### src/hdl/tsna_pkg.sv
//------------------------------------------------------------------------------
// tsna_pkg
// Shared types, opcodes, state codes and the autotile sprite table.
//------------------------------------------------------------------------------
package tsna_pkg;

   localparam int GridWidthDefault  = 64;
   localparam int GridHeightDefault = 64;

   typedef enum logic [1:0] {
      OP_WRITE = 2'd0,
      OP_READ  = 2'd1,
      OP_CLEAR = 2'd2,
      OP_NONE  = 2'd3
   } opcode_type;

   typedef struct packed {
      logic [1:0] opcode;
      logic [7:0] col;
      logic [7:0] row;
      logic [3:0] material;
      logic [7:0] sprite_col;
      logic [7:0] sprite_row;
   } req_type;

   typedef struct packed {
      logic       status;
      logic [3:0] tile_material;
      logic [7:0] tile_sprite_col;
      logic [7:0] tile_sprite_row;
   } rsp_type;

   // one tile as kept in the store
   typedef struct packed {
      logic [3:0] mat;
      logic [7:0] scol;
      logic [7:0] srow;
   } tile_type;

   typedef enum logic [3:0] {
      ST_IDLE,
      ST_CLEAR,
      ST_READ_WAIT,
      ST_WRITE,
      ST_CENTER_REQ,
      ST_CENTER_WAIT,
      ST_NBR_REQ,
      ST_NBR_WAIT,
      ST_UPDATE,
      ST_RESPOND
   } state_type;

   // memory request from sequencer to store
   typedef struct packed {
      logic       we;
      logic [15:0] addr;
      tile_type   wdata;
   } mem_req_type;

   // packed as {col, row} per mask value
   function automatic logic [15:0] autotile_lookup(input logic [7:0] mask);
      logic [3:0] c;
      logic [3:0] r;
      c = 4'd0;
      r = 4'd0;
      case (mask[4:0])
         5'd0, 5'd1, 5'd4, 5'd5: begin c = 4'd1; r = 4'd0; end
         5'd2, 5'd3, 5'd6, 5'd7: begin c = 4'd2; r = 4'd4; end
         5'd8, 5'd9, 5'd12, 5'd13: begin c = 4'd3; r = 4'd4; end
         5'd10, 5'd14: begin c = 4'd1; r = 4'd4; end
         5'd11, 5'd15: begin c = 4'd1; r = 4'd2; end
         5'd16, 5'd17, 5'd20, 5'd21: begin c = 4'd2; r = 4'd3; end
         5'd18, 5'd19: begin c = 4'd0; r = 4'd4; end
         5'd22: begin c = 4'd0; r = 4'd2; end
         5'd23: begin c = 4'd0; r = 4'd3; end
         5'd24, 5'd25, 5'd28, 5'd29: begin c = 4'd3; r = 4'd10; end
         5'd26: begin c = 4'd1; r = 4'd7; end
         5'd27: begin c = 4'd0; r = 4'd6; end
         5'd30: begin c = 4'd1; r = 4'd6; end
         5'd31: begin c = 4'd2; r = 4'd2; end
         default: begin c = 4'd0; r = 4'd0; end
      endcase
      return {4'd0, c, 4'd0, r};
   endfunction

   // full table spelled out to keep irregular entries exact
   function automatic logic [15:0] autotile_table(input logic [7:0] mask);
      logic [7:0] c;
      logic [7:0] r;
      logic [63:0] rowc;
      logic [63:0] rowr;
      c = 8'd0;
      r = 8'd0;
      rowc = 64'd0;
      rowr = 64'd0;
      // each group of 8 entries: 8 cols then 8 rows, 4 bits each, entry 0 low
      case (mask[7:3])
         5'd0:  begin rowc = 64'h2211_2211; rowr = 64'h4400_4400; end
         5'd1:  begin rowc = 64'h1133_1133; rowr = 64'h2444_2444; end
         5'd2:  begin rowc = 64'h0022_0022; rowr = 64'h3233_4433; end
         5'd3:  begin rowc = 64'h2133_0133; rowr = 64'h26AA_67AA; end
         5'd4:  begin rowc = 64'h2211_2211; rowr = 64'h4400_4400; end
         5'd5:  begin rowc = 64'h1133_1133; rowr = 64'h2444_2444; end
         5'd6:  begin rowc = 64'h0022_0022; rowr = 64'h3333_4433; end
         5'd7:  begin rowc = 64'h2133_0133; rowr = 64'h26AA_67AA; end
         5'd8:  begin rowc = 64'h3333_3333; rowr = 64'h9933_9933; end
         5'd9:  begin rowc = 64'h3011_3011; rowr = 64'h5733_5733; end
         5'd10: begin rowc = 64'h2200_1100; rowr = 64'h5533_8833; end
         5'd11: begin rowc = 64'h2100_0300; rowr = 64'h8B88_B088; end
         5'd12: begin rowc = 64'h3333_3333; rowr = 64'h9933_9933; end
         5'd13: begin rowc = 64'h3211_3311; rowr = 64'h2911_2611; end
         5'd14: begin rowc = 64'h2200_1100; rowr = 64'h5533_8833; end
         5'd15: begin rowc = 64'h2200_3200; rowr = 64'h8955_8B55; end
         5'd16: begin rowc = 64'h2211_2211; rowr = 64'h4400_4400; end
         5'd17: begin rowc = 64'h1133_1133; rowr = 64'h2444_2444; end
         5'd18: begin rowc = 64'h0022_0022; rowr = 64'h2233_4433; end
         5'd19: begin rowc = 64'h2133_0133; rowr = 64'h26AA_67AA; end
         5'd20: begin rowc = 64'h2211_2211; rowr = 64'h4400_4400; end
         5'd21: begin rowc = 64'h1133_1133; rowr = 64'h2444_2444; end
         5'd22: begin rowc = 64'h0022_0022; rowr = 64'h2233_4433; end
         5'd23: begin rowc = 64'h2133_0133; rowr = 64'h26AA_67AA; end
         5'd24: begin rowc = 64'h3333_3333; rowr = 64'h9933_9933; end
         5'd25: begin rowc = 64'h3011_3011; rowr = 64'h5733_5733; end
         5'd26: begin rowc = 64'h2200_2200; rowr = 64'h1111_6611; end
         5'd27: begin rowc = 64'h1211_2311; rowr = 64'h9755_AB55; end
         5'd28: begin rowc = 64'h3333_3333; rowr = 64'h9933_9933; end
         5'd29: begin rowc = 64'h3311_3311; rowr = 64'h2611_2611; end
         5'd30: begin rowc = 64'h2200_2200; rowr = 64'h1111_6611; end
         5'd31: begin rowc = 64'h2133_0333; rowr = 64'h0A11_A711; end
         default: begin rowc = 64'd0; rowr = 64'd0; end
      endcase
      c = {4'd0, rowc[{mask[2:0], 2'b00} +: 4]};
      r = {4'd0, rowr[{mask[2:0], 2'b00} +: 4]};
      return {c, r};
   endfunction

endpackage

### src/hdl/tsna_seq.sv
//------------------------------------------------------------------------------
// tsna_seq
// Sequencer: decodes items, walks the retile window, sweeps the clear.
//------------------------------------------------------------------------------
module tsna_seq #(
   parameter int GridWidth  = tsna_pkg::GridWidthDefault,
   parameter int GridHeight = tsna_pkg::GridHeightDefault
) (
   input  logic                  clock,
   input  logic                  reset,
   input  logic                  req_valid,
   output logic                  req_stall,
   input  tsna_pkg::req_type     req_data,
   output logic                  rsp_valid,
   input  logic                  rsp_stall,
   output tsna_pkg::rsp_type     rsp_data,
   input  logic [3:0]            dirt_material,
   output tsna_pkg::mem_req_type mem_req,
   output logic                  mem_en,
   input  tsna_pkg::tile_type    rdata
);

   localparam int Depth = GridWidth * GridHeight;
   localparam int CntBits = $clog2(Depth + 1);

   tsna_pkg::state_type state_ff, state_in;
   tsna_pkg::req_type   req_ff;
   logic [8:0]          ccol_ff, ccol_in;   // current center, a cell of the window
   logic [8:0]          crow_ff, crow_in;
   logic [3:0]          win_ff, win_in;     // window position 0..8
   logic [2:0]          nbr_ff, nbr_in;     // neighbor index
   logic [7:0]          mask_ff, mask_in;
   tsna_pkg::tile_type  ctile_ff, ctile_in;
   logic [CntBits-1:0]  clr_ff, clr_in;
   logic                clr_busy_ff, clr_busy_in;
   logic                init_ff, init_in;   // sweep after reset, no response
   tsna_pkg::rsp_type   rsp_ff, rsp_in;
   logic                rsp_valid_ff, rsp_valid_in;

   logic                accept;
   logic                in_range;
   logic signed [9:0]   ncol;
   logic signed [9:0]   nrow;
   logic                n_off;
   logic signed [9:0]   wcol;
   logic signed [9:0]   wrow;
   logic                w_off;
   logic [15:0]         lut;

   assign accept = req_valid && !req_stall;
   assign in_range = ({24'd0, req_data.col} < GridWidth) && ({24'd0, req_data.row} < GridHeight);

   // window cell: col offset is win/3-1, row offset win%3-1 (small table)
   always_comb begin
      logic signed [2:0] di;
      logic signed [2:0] dj;
      case (win_ff)
         4'd0: begin di = -3'sd1; dj = -3'sd1; end
         4'd1: begin di = -3'sd1; dj = 3'sd0; end
         4'd2: begin di = -3'sd1; dj = 3'sd1; end
         4'd3: begin di = 3'sd0; dj = -3'sd1; end
         4'd4: begin di = 3'sd0; dj = 3'sd0; end
         4'd5: begin di = 3'sd0; dj = 3'sd1; end
         4'd6: begin di = 3'sd1; dj = -3'sd1; end
         4'd7: begin di = 3'sd1; dj = 3'sd0; end
         default: begin di = 3'sd1; dj = 3'sd1; end
      endcase
      wcol = $signed({2'b00, req_ff.col}) + 10'(di);
      wrow = $signed({2'b00, req_ff.row}) + 10'(dj);
   end
   assign w_off = (wcol < 0) || (wcol >= GridWidth) || (wrow < 0) || (wrow >= GridHeight);

   // neighbor of current center, bit order of the mask
   always_comb begin
      logic signed [2:0] dc;
      logic signed [2:0] dr;
      case (nbr_ff)
         3'd0: begin dc = -3'sd1; dr = -3'sd1; end
         3'd1: begin dc = 3'sd0; dr = -3'sd1; end
         3'd2: begin dc = 3'sd1; dr = -3'sd1; end
         3'd3: begin dc = -3'sd1; dr = 3'sd0; end
         3'd4: begin dc = 3'sd1; dr = 3'sd0; end
         3'd5: begin dc = -3'sd1; dr = 3'sd1; end
         3'd6: begin dc = 3'sd0; dr = 3'sd1; end
         default: begin dc = 3'sd1; dr = 3'sd1; end
      endcase
      ncol = $signed({1'b0, ccol_ff}) + 10'(dc);
      nrow = $signed({1'b0, crow_ff}) + 10'(dr);
   end
   assign n_off = (ncol < 0) || (ncol >= GridWidth) || (nrow < 0) || (nrow >= GridHeight);

   assign lut = tsna_pkg::autotile_table(mask_ff);

   // next state
   always_comb begin
      state_in = state_ff;
      case (state_ff)
         tsna_pkg::ST_IDLE: begin
            if (accept) begin
               if (req_data.opcode == tsna_pkg::OP_CLEAR) begin
                  state_in = tsna_pkg::ST_CLEAR;
               end else if (req_data.opcode == tsna_pkg::OP_NONE || !in_range) begin
                  state_in = tsna_pkg::ST_RESPOND;
               end else if (req_data.opcode == tsna_pkg::OP_READ) begin
                  state_in = tsna_pkg::ST_READ_WAIT;
               end else begin
                  state_in = tsna_pkg::ST_WRITE;
               end
            end
         end
         tsna_pkg::ST_CLEAR: begin
            if (clr_ff == CntBits'(Depth - 1)) begin
               state_in = init_ff ? tsna_pkg::ST_IDLE : tsna_pkg::ST_RESPOND;
            end
         end
         tsna_pkg::ST_READ_WAIT: state_in = tsna_pkg::ST_RESPOND;
         tsna_pkg::ST_WRITE: state_in = tsna_pkg::ST_CENTER_REQ;
         tsna_pkg::ST_CENTER_REQ: begin
            if (w_off) begin
               state_in = (win_ff == 4'd8) ? tsna_pkg::ST_RESPOND : tsna_pkg::ST_CENTER_REQ;
            end else begin
               state_in = tsna_pkg::ST_CENTER_WAIT;
            end
         end
         tsna_pkg::ST_CENTER_WAIT: begin
            if (rdata.mat == dirt_material) begin
               state_in = tsna_pkg::ST_NBR_REQ;
            end else begin
               state_in = (win_ff == 4'd8) ? tsna_pkg::ST_RESPOND : tsna_pkg::ST_CENTER_REQ;
            end
         end
         tsna_pkg::ST_NBR_REQ: begin
            if (n_off) begin
               state_in = (nbr_ff == 3'd7) ? tsna_pkg::ST_UPDATE : tsna_pkg::ST_NBR_REQ;
            end else begin
               state_in = tsna_pkg::ST_NBR_WAIT;
            end
         end
         tsna_pkg::ST_NBR_WAIT: begin
            state_in = (nbr_ff == 3'd7) ? tsna_pkg::ST_UPDATE : tsna_pkg::ST_NBR_REQ;
         end
         tsna_pkg::ST_UPDATE: begin
            state_in = (win_ff == 4'd8) ? tsna_pkg::ST_RESPOND : tsna_pkg::ST_CENTER_REQ;
         end
         tsna_pkg::ST_RESPOND: begin
            if (!rsp_valid_ff || !rsp_stall) state_in = tsna_pkg::ST_IDLE;
         end
         default: state_in = tsna_pkg::ST_IDLE;
      endcase
   end

   // datapath and memory control
   always_comb begin
      // hold input while busy or while a stalled response still waits
      req_stall    = (state_ff != tsna_pkg::ST_IDLE) || (rsp_valid_ff && rsp_stall);
      mem_en       = 1'b0;
      mem_req      = '0;
      ccol_in      = ccol_ff;
      crow_in      = crow_ff;
      win_in       = win_ff;
      nbr_in       = nbr_ff;
      mask_in      = mask_ff;
      ctile_in     = ctile_ff;
      clr_in       = clr_ff;
      clr_busy_in  = clr_busy_ff;
      init_in      = init_ff;
      rsp_in       = rsp_ff;
      rsp_valid_in = rsp_valid_ff && rsp_stall;
      case (state_ff)
         tsna_pkg::ST_IDLE: begin
            if (accept) begin
               rsp_in = '0;
               rsp_in.status = (req_data.opcode == tsna_pkg::OP_WRITE
                  || req_data.opcode == tsna_pkg::OP_READ) && !in_range;
               clr_in = '0;
               clr_busy_in = (req_data.opcode == tsna_pkg::OP_CLEAR);
               if (req_data.opcode == tsna_pkg::OP_READ && in_range) begin
                  mem_en = 1'b1;
                  mem_req.addr = 16'({8'd0, req_data.row} * GridWidth + {8'd0, req_data.col});
               end
            end
         end
         tsna_pkg::ST_CLEAR: begin
            mem_en = 1'b1;
            mem_req.we = 1'b1;
            mem_req.addr = 16'(clr_ff);
            clr_in = clr_ff + 1'b1;
            if (clr_ff == CntBits'(Depth - 1)) begin
               clr_busy_in = 1'b0;
               init_in = 1'b0;
            end
         end
         tsna_pkg::ST_READ_WAIT: begin
            rsp_in.tile_material   = rdata.mat;
            rsp_in.tile_sprite_col = rdata.scol;
            rsp_in.tile_sprite_row = rdata.srow;
         end
         tsna_pkg::ST_WRITE: begin
            mem_en = 1'b1;
            mem_req.we = 1'b1;
            mem_req.addr = 16'({8'd0, req_ff.row} * GridWidth + {8'd0, req_ff.col});
            mem_req.wdata = {req_ff.material, req_ff.sprite_col, req_ff.sprite_row};
            win_in = 4'd0;
         end
         tsna_pkg::ST_CENTER_REQ: begin
            ccol_in = wcol[8:0];
            crow_in = wrow[8:0];
            if (w_off) begin
               win_in = win_ff + 1'b1;
            end else begin
               mem_en = 1'b1;
               mem_req.addr = 16'(wrow[8:0] * GridWidth + wcol[8:0]);
            end
         end
         tsna_pkg::ST_CENTER_WAIT: begin
            ctile_in = rdata;
            nbr_in = 3'd0;
            mask_in = '0;
            if (rdata.mat != dirt_material) win_in = win_ff + 1'b1;
         end
         tsna_pkg::ST_NBR_REQ: begin
            if (n_off) begin
               mask_in = mask_ff | (8'd1 << nbr_ff);
               nbr_in = nbr_ff + 1'b1;
            end else begin
               mem_en = 1'b1;
               mem_req.addr = 16'(nrow[8:0] * GridWidth + ncol[8:0]);
            end
         end
         tsna_pkg::ST_NBR_WAIT: begin
            if (rdata.mat == dirt_material) mask_in = mask_ff | (8'd1 << nbr_ff);
            nbr_in = nbr_ff + 1'b1;
         end
         tsna_pkg::ST_UPDATE: begin
            mem_en = 1'b1;
            mem_req.we = 1'b1;
            mem_req.addr = 16'(crow_ff * GridWidth + ccol_ff);
            mem_req.wdata = {ctile_ff.mat, lut[15:8], lut[7:0]};
            win_in = win_ff + 1'b1;
         end
         tsna_pkg::ST_RESPOND: begin
            if (!rsp_valid_ff || !rsp_stall) rsp_valid_in = 1'b1;
         end
         default: ;
      endcase
   end

   // registers, reset starts the clearing pass over the store
   always_ff @(posedge clock) begin
      if (reset) begin
         state_ff     <= tsna_pkg::ST_CLEAR;
         rsp_valid_ff <= 1'b0;
         clr_busy_ff  <= 1'b1;
         init_ff      <= 1'b1;
         clr_ff       <= '0;
      end else begin
         state_ff     <= state_in;
         rsp_valid_ff <= rsp_valid_in;
         clr_busy_ff  <= clr_busy_in;
         init_ff      <= init_in;
         clr_ff       <= clr_in;
      end
   end

   always_ff @(posedge clock) begin
      if (accept) req_ff <= req_data;
      ccol_ff  <= ccol_in;
      crow_ff  <= crow_in;
      win_ff   <= win_in;
      nbr_ff   <= nbr_in;
      mask_ff  <= mask_in;
      ctile_ff <= ctile_in;
      if (state_ff != tsna_pkg::ST_RESPOND) rsp_ff <= rsp_in;
   end

   assign rsp_valid = rsp_valid_ff;
   assign rsp_data  = rsp_ff;

   // checks
   a_no_accept_busy: assert property (@(posedge clock) disable iff (reset)
      (state_ff != tsna_pkg::ST_IDLE) |-> req_stall) else $error("accept while busy");
   a_clear_sweep: assert property (@(posedge clock) disable iff (reset)
      (state_ff == tsna_pkg::ST_CLEAR) |-> (mem_en && mem_req.we)) else $error("clear gap");
   a_clr_flag: assert property (@(posedge clock) disable iff (reset)
      (state_ff == tsna_pkg::ST_CLEAR) |-> clr_busy_ff) else $error("clear flag");
   a_rsp_hold: assert property (@(posedge clock) disable iff (reset)
      (rsp_valid_ff && rsp_stall) |=> rsp_valid_ff && $stable(rsp_ff)) else $error("rsp lost");

endmodule

### config.mk
export PLATFORM = sky130hd
export DESIGN_NAME = tsna_seq
export DESIGN_NICKNAME = d
export VERILOG_FILES = /design/src/hdl/tsna_pkg.sv /design/src/hdl/tsna_seq.sv
export SDC_FILE = /design/constraint.sdc
export NUM_CORES = 1
export LEC_CHECK = 0
export ABC_CLOCK_PERIOD_IN_PS = 7400
export BUFFER_PORTS_ARGS = -buffer_cell sky130_fd_sc_hd__buf_2
export CORE_MARGIN = 4
export CORE_UTILIZATION = 60
export CTS_BUF_LIST = sky130_fd_sc_hd__clkbuf_4
export DETAILED_ROUTE_END_ITERATION = 6
export HOLD_SLACK_MARGIN = 0.05
export PLACE_DENSITY_LB_ADDON = 0.2
export SETUP_SLACK_MARGIN = 0.5
export SLEW_MARGIN = 0
export SYNTH_ARGS = -nofsm -noshare
export SYNTH_HDL_FRONTEND = slang
export SYNTH_MEMORY_MAX_BITS = 65536
export SYNTH_SLANG_ARGS = --single-unit
### constraint.sdc
create_clock -name clock -period 7.4 [get_ports clock]
set_input_delay 1.11 -clock clock [delete_from_list [all_inputs] [get_ports clock]]
set_output_delay 1.11 -clock clock [all_outputs]
set_load 0.01 [all_outputs]
# Yosys cells after proc, flatten, opt, wreduce, memory -nomap -nowiden
# Memories as Yosys holds them, arrays and structs flattened. A register that Yosys moved wholly into a read port is not among the register bits.
# Index checks and enable logic that the tools add are counted.
[op_classes]
add_sub_neg = 12
magnitude_cmp = 10
n_eq_ne = 31
shifts = 3
mux = 44
bitwise_logic = 1
reduce_logical = 40
[ops]
columns = ["op", "count"]
rows = [
  ["64-bit by 6-bit indexed part select with 4-bit output", 2],
  ["16-bit one-hot mux with 6 select lines", 1],
  ["20-bit one-hot mux with 2 select lines", 2],
  ["4-bit two-way mux", 13],
  ["15-bit by 9-bit adder with 16-bit output", 3],
  ["10-bit by 8-bit >= comparator with 1-bit output (second input constant)", 4],
  ["10-bit by 1-bit < comparator with 1-bit output (second input constant)", 4],
  ["4-bit one-hot mux with 10 select lines", 1],
  ["16-bit two-way mux", 2],
  ["14-bit by 8-bit adder with 15-bit output", 2],
  ["15-bit two-way mux", 2],
  ["13-bit one-hot mux with 2 select lines", 1],
  ["8-bit one-hot mux with 3 select lines", 1],
  ["10-bit by 3-bit adder with 10-bit output", 2],
  ["9-bit by 3-bit adder with 10-bit output", 2],
  ["20-bit two-way mux", 1],
  ["4-bit by 3-bit equality test with 1-bit output (second input constant)", 4],
  ["8-bit by 7-bit < comparator with 1-bit output (second input constant)", 2],
  ["8-bit two-way mux", 2],
  ["4-bit one-hot mux with 4 select lines", 1],
  ["3-bit AND reduction", 5],
  ["2-bit != test (second input constant)", 7],
  ["13-bit by 1-bit adder with 13-bit output (second input constant)", 1],
  ["13-bit by 12-bit equality test with 1-bit output (second input constant)", 1],
  ["other kinds (35)", 75],
]
[totals]
ff_bits = 113
romBits = 1584
in_bits = 66
out_inout_bits = 61
mem_count = 2
[memory_table]
columns = ["memory", "words", "width", "rd", "rd_ports_with_merged_regs", "wr", "line_no", "text"]
rows = [
  ["(name not given)", 32, 48, 1, 1, 0, "tsna_pkg.sv:97", "case (mask[7:3])"],
  ["(name not given)", 8, 6, 1, 1, 0, "tsna_seq.sv:57", "case (win_ff)"],
]

# Logic depth before layout (Yosys ltp)
[depth]
ltp_word = 11
ltp_mapped = 22
mapped_depth_nobuf = 21

# Worst setup path after synthesis
# Ideal clock, no wire load.
[synth_path]
path_type = "register to register"
startpoint = "register nbr_ff[2]"
endpoint = "register (tool-made name)"
setup_time_ns = 0.120
arrival_ns = 5.289
t_required_ns = 7.280
setup_slack_ns = 1.991
path_stages_with_launch = 22
path_buffers = 3
synth_period_minus_slack_ns = 5.409
path_cell_list = "edfxtp_1 > clkbuf_1 > inv_1 > ha_1 > a211oi_1 > o21ai_0 > ha_1 > fa_1 > a211oi_1 > or4b_1 > nand3_1 > a311o_1 > a2111oi_4 > nand4b_4 > nand2_4 > buf_6 > mux2i_1 > inv_2 > ha_1 > clkbuf_1 > mux2_2 > a211o_1"
[synth_rtl]
columns = ["element", "line_no", "text"]
rows = [
  ["from (decl)", "tsna_seq.sv:31", "logic [2:0] nbr_ff, nbr_in;"],
  ["from (signal assigned)", "tsna_seq.sv:270", "nbr_ff <= nbr_in;"],
]

==> results_dict.tcl <==
set metrics [dict create \
    status "complete, but fails checks" \
    violations "design-rule violations" \
    finClkSkew_ps 19.0 \
    vias 7908 \
    post-route-util 0.687 \
    antennaDiodeCount 0 \
    irDropWorstVdd_mv 0.140 \
    grt_overflow 0 \
    layout-drive-gt1-share 0.194 \
    arrival_ps 5410 \
    seqPwrFrac 0.630 \
    antenna_found_initial 0 \
    fmax_mhz 153 \
    place_hpwl_um 18500 \
    hp-class "reg -> reg" \
    h-tree-depth 4 \
    syn_to_final_growth_pct 11.0 \
    post_cts_buffers 0 \
    p_comb_frac 0.030 \
    layout.nets 1215 \
    synth_edf_count 94 \
    final_common_cell "buf_2" \
    die_h_um 134 \
    avgSynthCellArea_um2 10.0 \
    rows 45 \
    finalHoldViolCount 0 \
    clock_latency_ps 580 \
    min_to "init_ff" \
    drc 15 \
    endpoint_kind "primary output" \
    path_max_fanout 16 \
    fillers 1247 \
    detail-route-antenna-nets 0 \
    synth_warnings 0 \
    wire_per_inst_um 19.0 \
    hold_path_depth 1 \
    first_pass_iters 7 \
    cts_buffers 17 \
    fp.coreArea_um2 15400 \
    gp_congestion 0.941 \
    viasPerCell 6.12 \
    port_buffers 126 \
    finalSetupViolCount 0 \
    track_usage 0.274 \
    relSlewSlack 0.188 \
    tightest_slew_ps 1220 \
    cellLeakagePower_nw 4.39 \
    final_cell_mix "126 x buf_2, 94 x edfxtp_1, 84 x nor2_1, 71 x ha_1, 62 x nand2_1" \
    drt-initial-drc-count 736 \
    synth_cells 954 \
    synth-main-ff-cell "edfxtp_1" \
    p_switching_uw 349 \
    synth_top_area_share 0.295 \
    yosysTopAreaCell "edfxtp_1" \
    synth.distinct_cells 78 \
    rsz0062_at_grt "no" \
    cts_sinks 147 \
    ioPinCount 127 \
    drv_slew 0 \
    r2r_cells 18 \
    p_int_mw 1.03 \
    startpoint_type "flip-flop" \
    tns_ps 0 \
    fin_crit_ps 6520 \
    yosysSeqAreaShare 0.406 \
    cap_viol_max_count 0 \
    required_ps 6290 \
    initial_core_util 0.619 \
    die-area_um2 18000 \
    syn-num-nets 1100 \
    synthTopCellsByArea "edfxtp_1 30%, dfxtp_1 11%, ha_1 9.3%" \
    die_x_um 134 \
    r2r_slack_ps 1100 \
    path_class "reg -> out" \
    p_total_mw 1.38 \
    power.density_nw_per_um2 130 \
    grt_pass1_wl_um 39000 \
    clk_path_buf_depth 2 \
    ys_ff_latch 147 \
    grt_max_degree 33 \
    hold_path_startpoint "init_ff" \
    syn_area_um2 9550 \
    clockRootBuffer "clkbuf_4" \
    ys_async_sr_fraction 0 \
    path_clk_slew_ps 140 \
    pwr-share-clk 0.340 \
    grt_pass1_vias 7469 \
    r2r_start "nbr_ff[0]" \
    p_sw_frac 0.253 \
    cts_hold_buffers 0 \
    postRouteWirelength_um 24600 \
    finalCritPeriodShare 0.881 \
    cts_tree "built" \
]
## worst max-delay path, stage by stage, from the launching register on
cell and delay, ps:
edfxtp_1 490, ha_1 280, ha_1 220, a211oi_1 520
o21ai_0 240, ha_1 270, fa_1 430, a211oi_1 390
or4b_1 180, nand3_1 100, a311o_1 370, a2111oi_4 400
nand4b_4 350, o221ai_1 390, buf_2 200
## cell usage after synthesis (7+ instances only)
library cell and n:
nor2b_1 16, nor2_1 84, dfxtp_1 53, xor2_1 15
o21bai_1 8, mux2_2 10, fa_1 9, and3_1 14
a222oi_1 9, o211ai_1 12, o21a_1 7, a31o_2 9
xnor2_1 39, or3_1 7, inv_1 42, nand4_1 9
nor3_1 11, a31oi_1 7, a211oi_1 10, ha_1 71
clkbuf_1 29, nand3_1 22, nand2b_1 13, nand2_1 62
o221ai_1 11, edfxtp_1 94, mux2i_1 26, a21o_1 18
o21ai_0 49, a21oi_1 53, and2_1 39
## power groups by stage
stage | clock, mW | combinational [mW] | sequential, mW
4_1_cts | 0.477 | 0.0414 | 0.868
3_5_place_dp | 0 | 0.0412 | 0.887
2_1_floorplan | 0 | 0.0156 | 0.886
3_3_place_gp | 0 | 0.0400 | 0.887
5_1_grt | 0.510 | 0.0460 | 0.869
6_report | 0.469 | 0.0415 | 0.868
## per-stage QoR
step                      instances  hold WS, ps  worst slack, ps  instance area (µm²)
after global placement         1261          438             1350                10400
after floorplan                 954          427             1990                 9550
after CTS                      1293          477              928                10600
final                          1293          472              884                10600
after detailed placement       1261          444             1030                10400
after global routing           1293          490              597                10600
## cell families after synthesis
family	synth area share
muxes	0.0588
buffers and inverters	0.0333
adders and majority gates	0.112
AOI/OAI and AO/OA	0.178
xor gates and xnor gates	0.0495
DFF	0.406
and+or+nand+nor	0.162
## area by class of cell
cell class / count / area [µm²] / share of cell area
clock inverters: 15 / 123 / 0.0116
clock buffers: 17 / 128 / 0.0120
repair buffers: 132 / 676 / 0.0637
multi-input cells: 727 / 5370 / 0.506
well taps: 211 / 264 / 0.0249
flip-flops and latches: 147 / 3880 / 0.366
inverters: 44 / 165 / 0.0156
## how the worst max path moves through the flow
stage              start          end  slack, ps  cells after the start
2_1_floorplan  nbr_ff[2]    flip-flop       1990                     21
3_3_place_gp   nbr_ff[0]    flip-flop       1350                     18
3_5_place_dp   nbr_ff[0]    flip-flop       1030                     18
4_1_cts        nbr_ff[0]  mem_req[28]        930                     14
5_1_grt        nbr_ff[0]  mem_req[29]        600                     14
6_report       nbr_ff[0]  mem_req[27]        880                     14
## per-layer routing
| metal | track usage | part of all wire | up-vias |
|---|---|---|---|
| met3 | 0.0638 | 0.072 | 58 |
| met1 | 0.356 | 0.42 | 3748 |
| met2 | 0.449 | 0.48 | 341 |
| met4 | 0.104 | 0.034 | 0 |
| li1 | - | - | 3761 |
| met5 | 0 | 0 | - |
## repair_timing
action	in CTS	in global routing
endpoints found under the setup margin	0	1
gates resized for setup	0	1
hold endpoints to repair	0	0
Note: power is estimated with default switching activity, not from simulation.
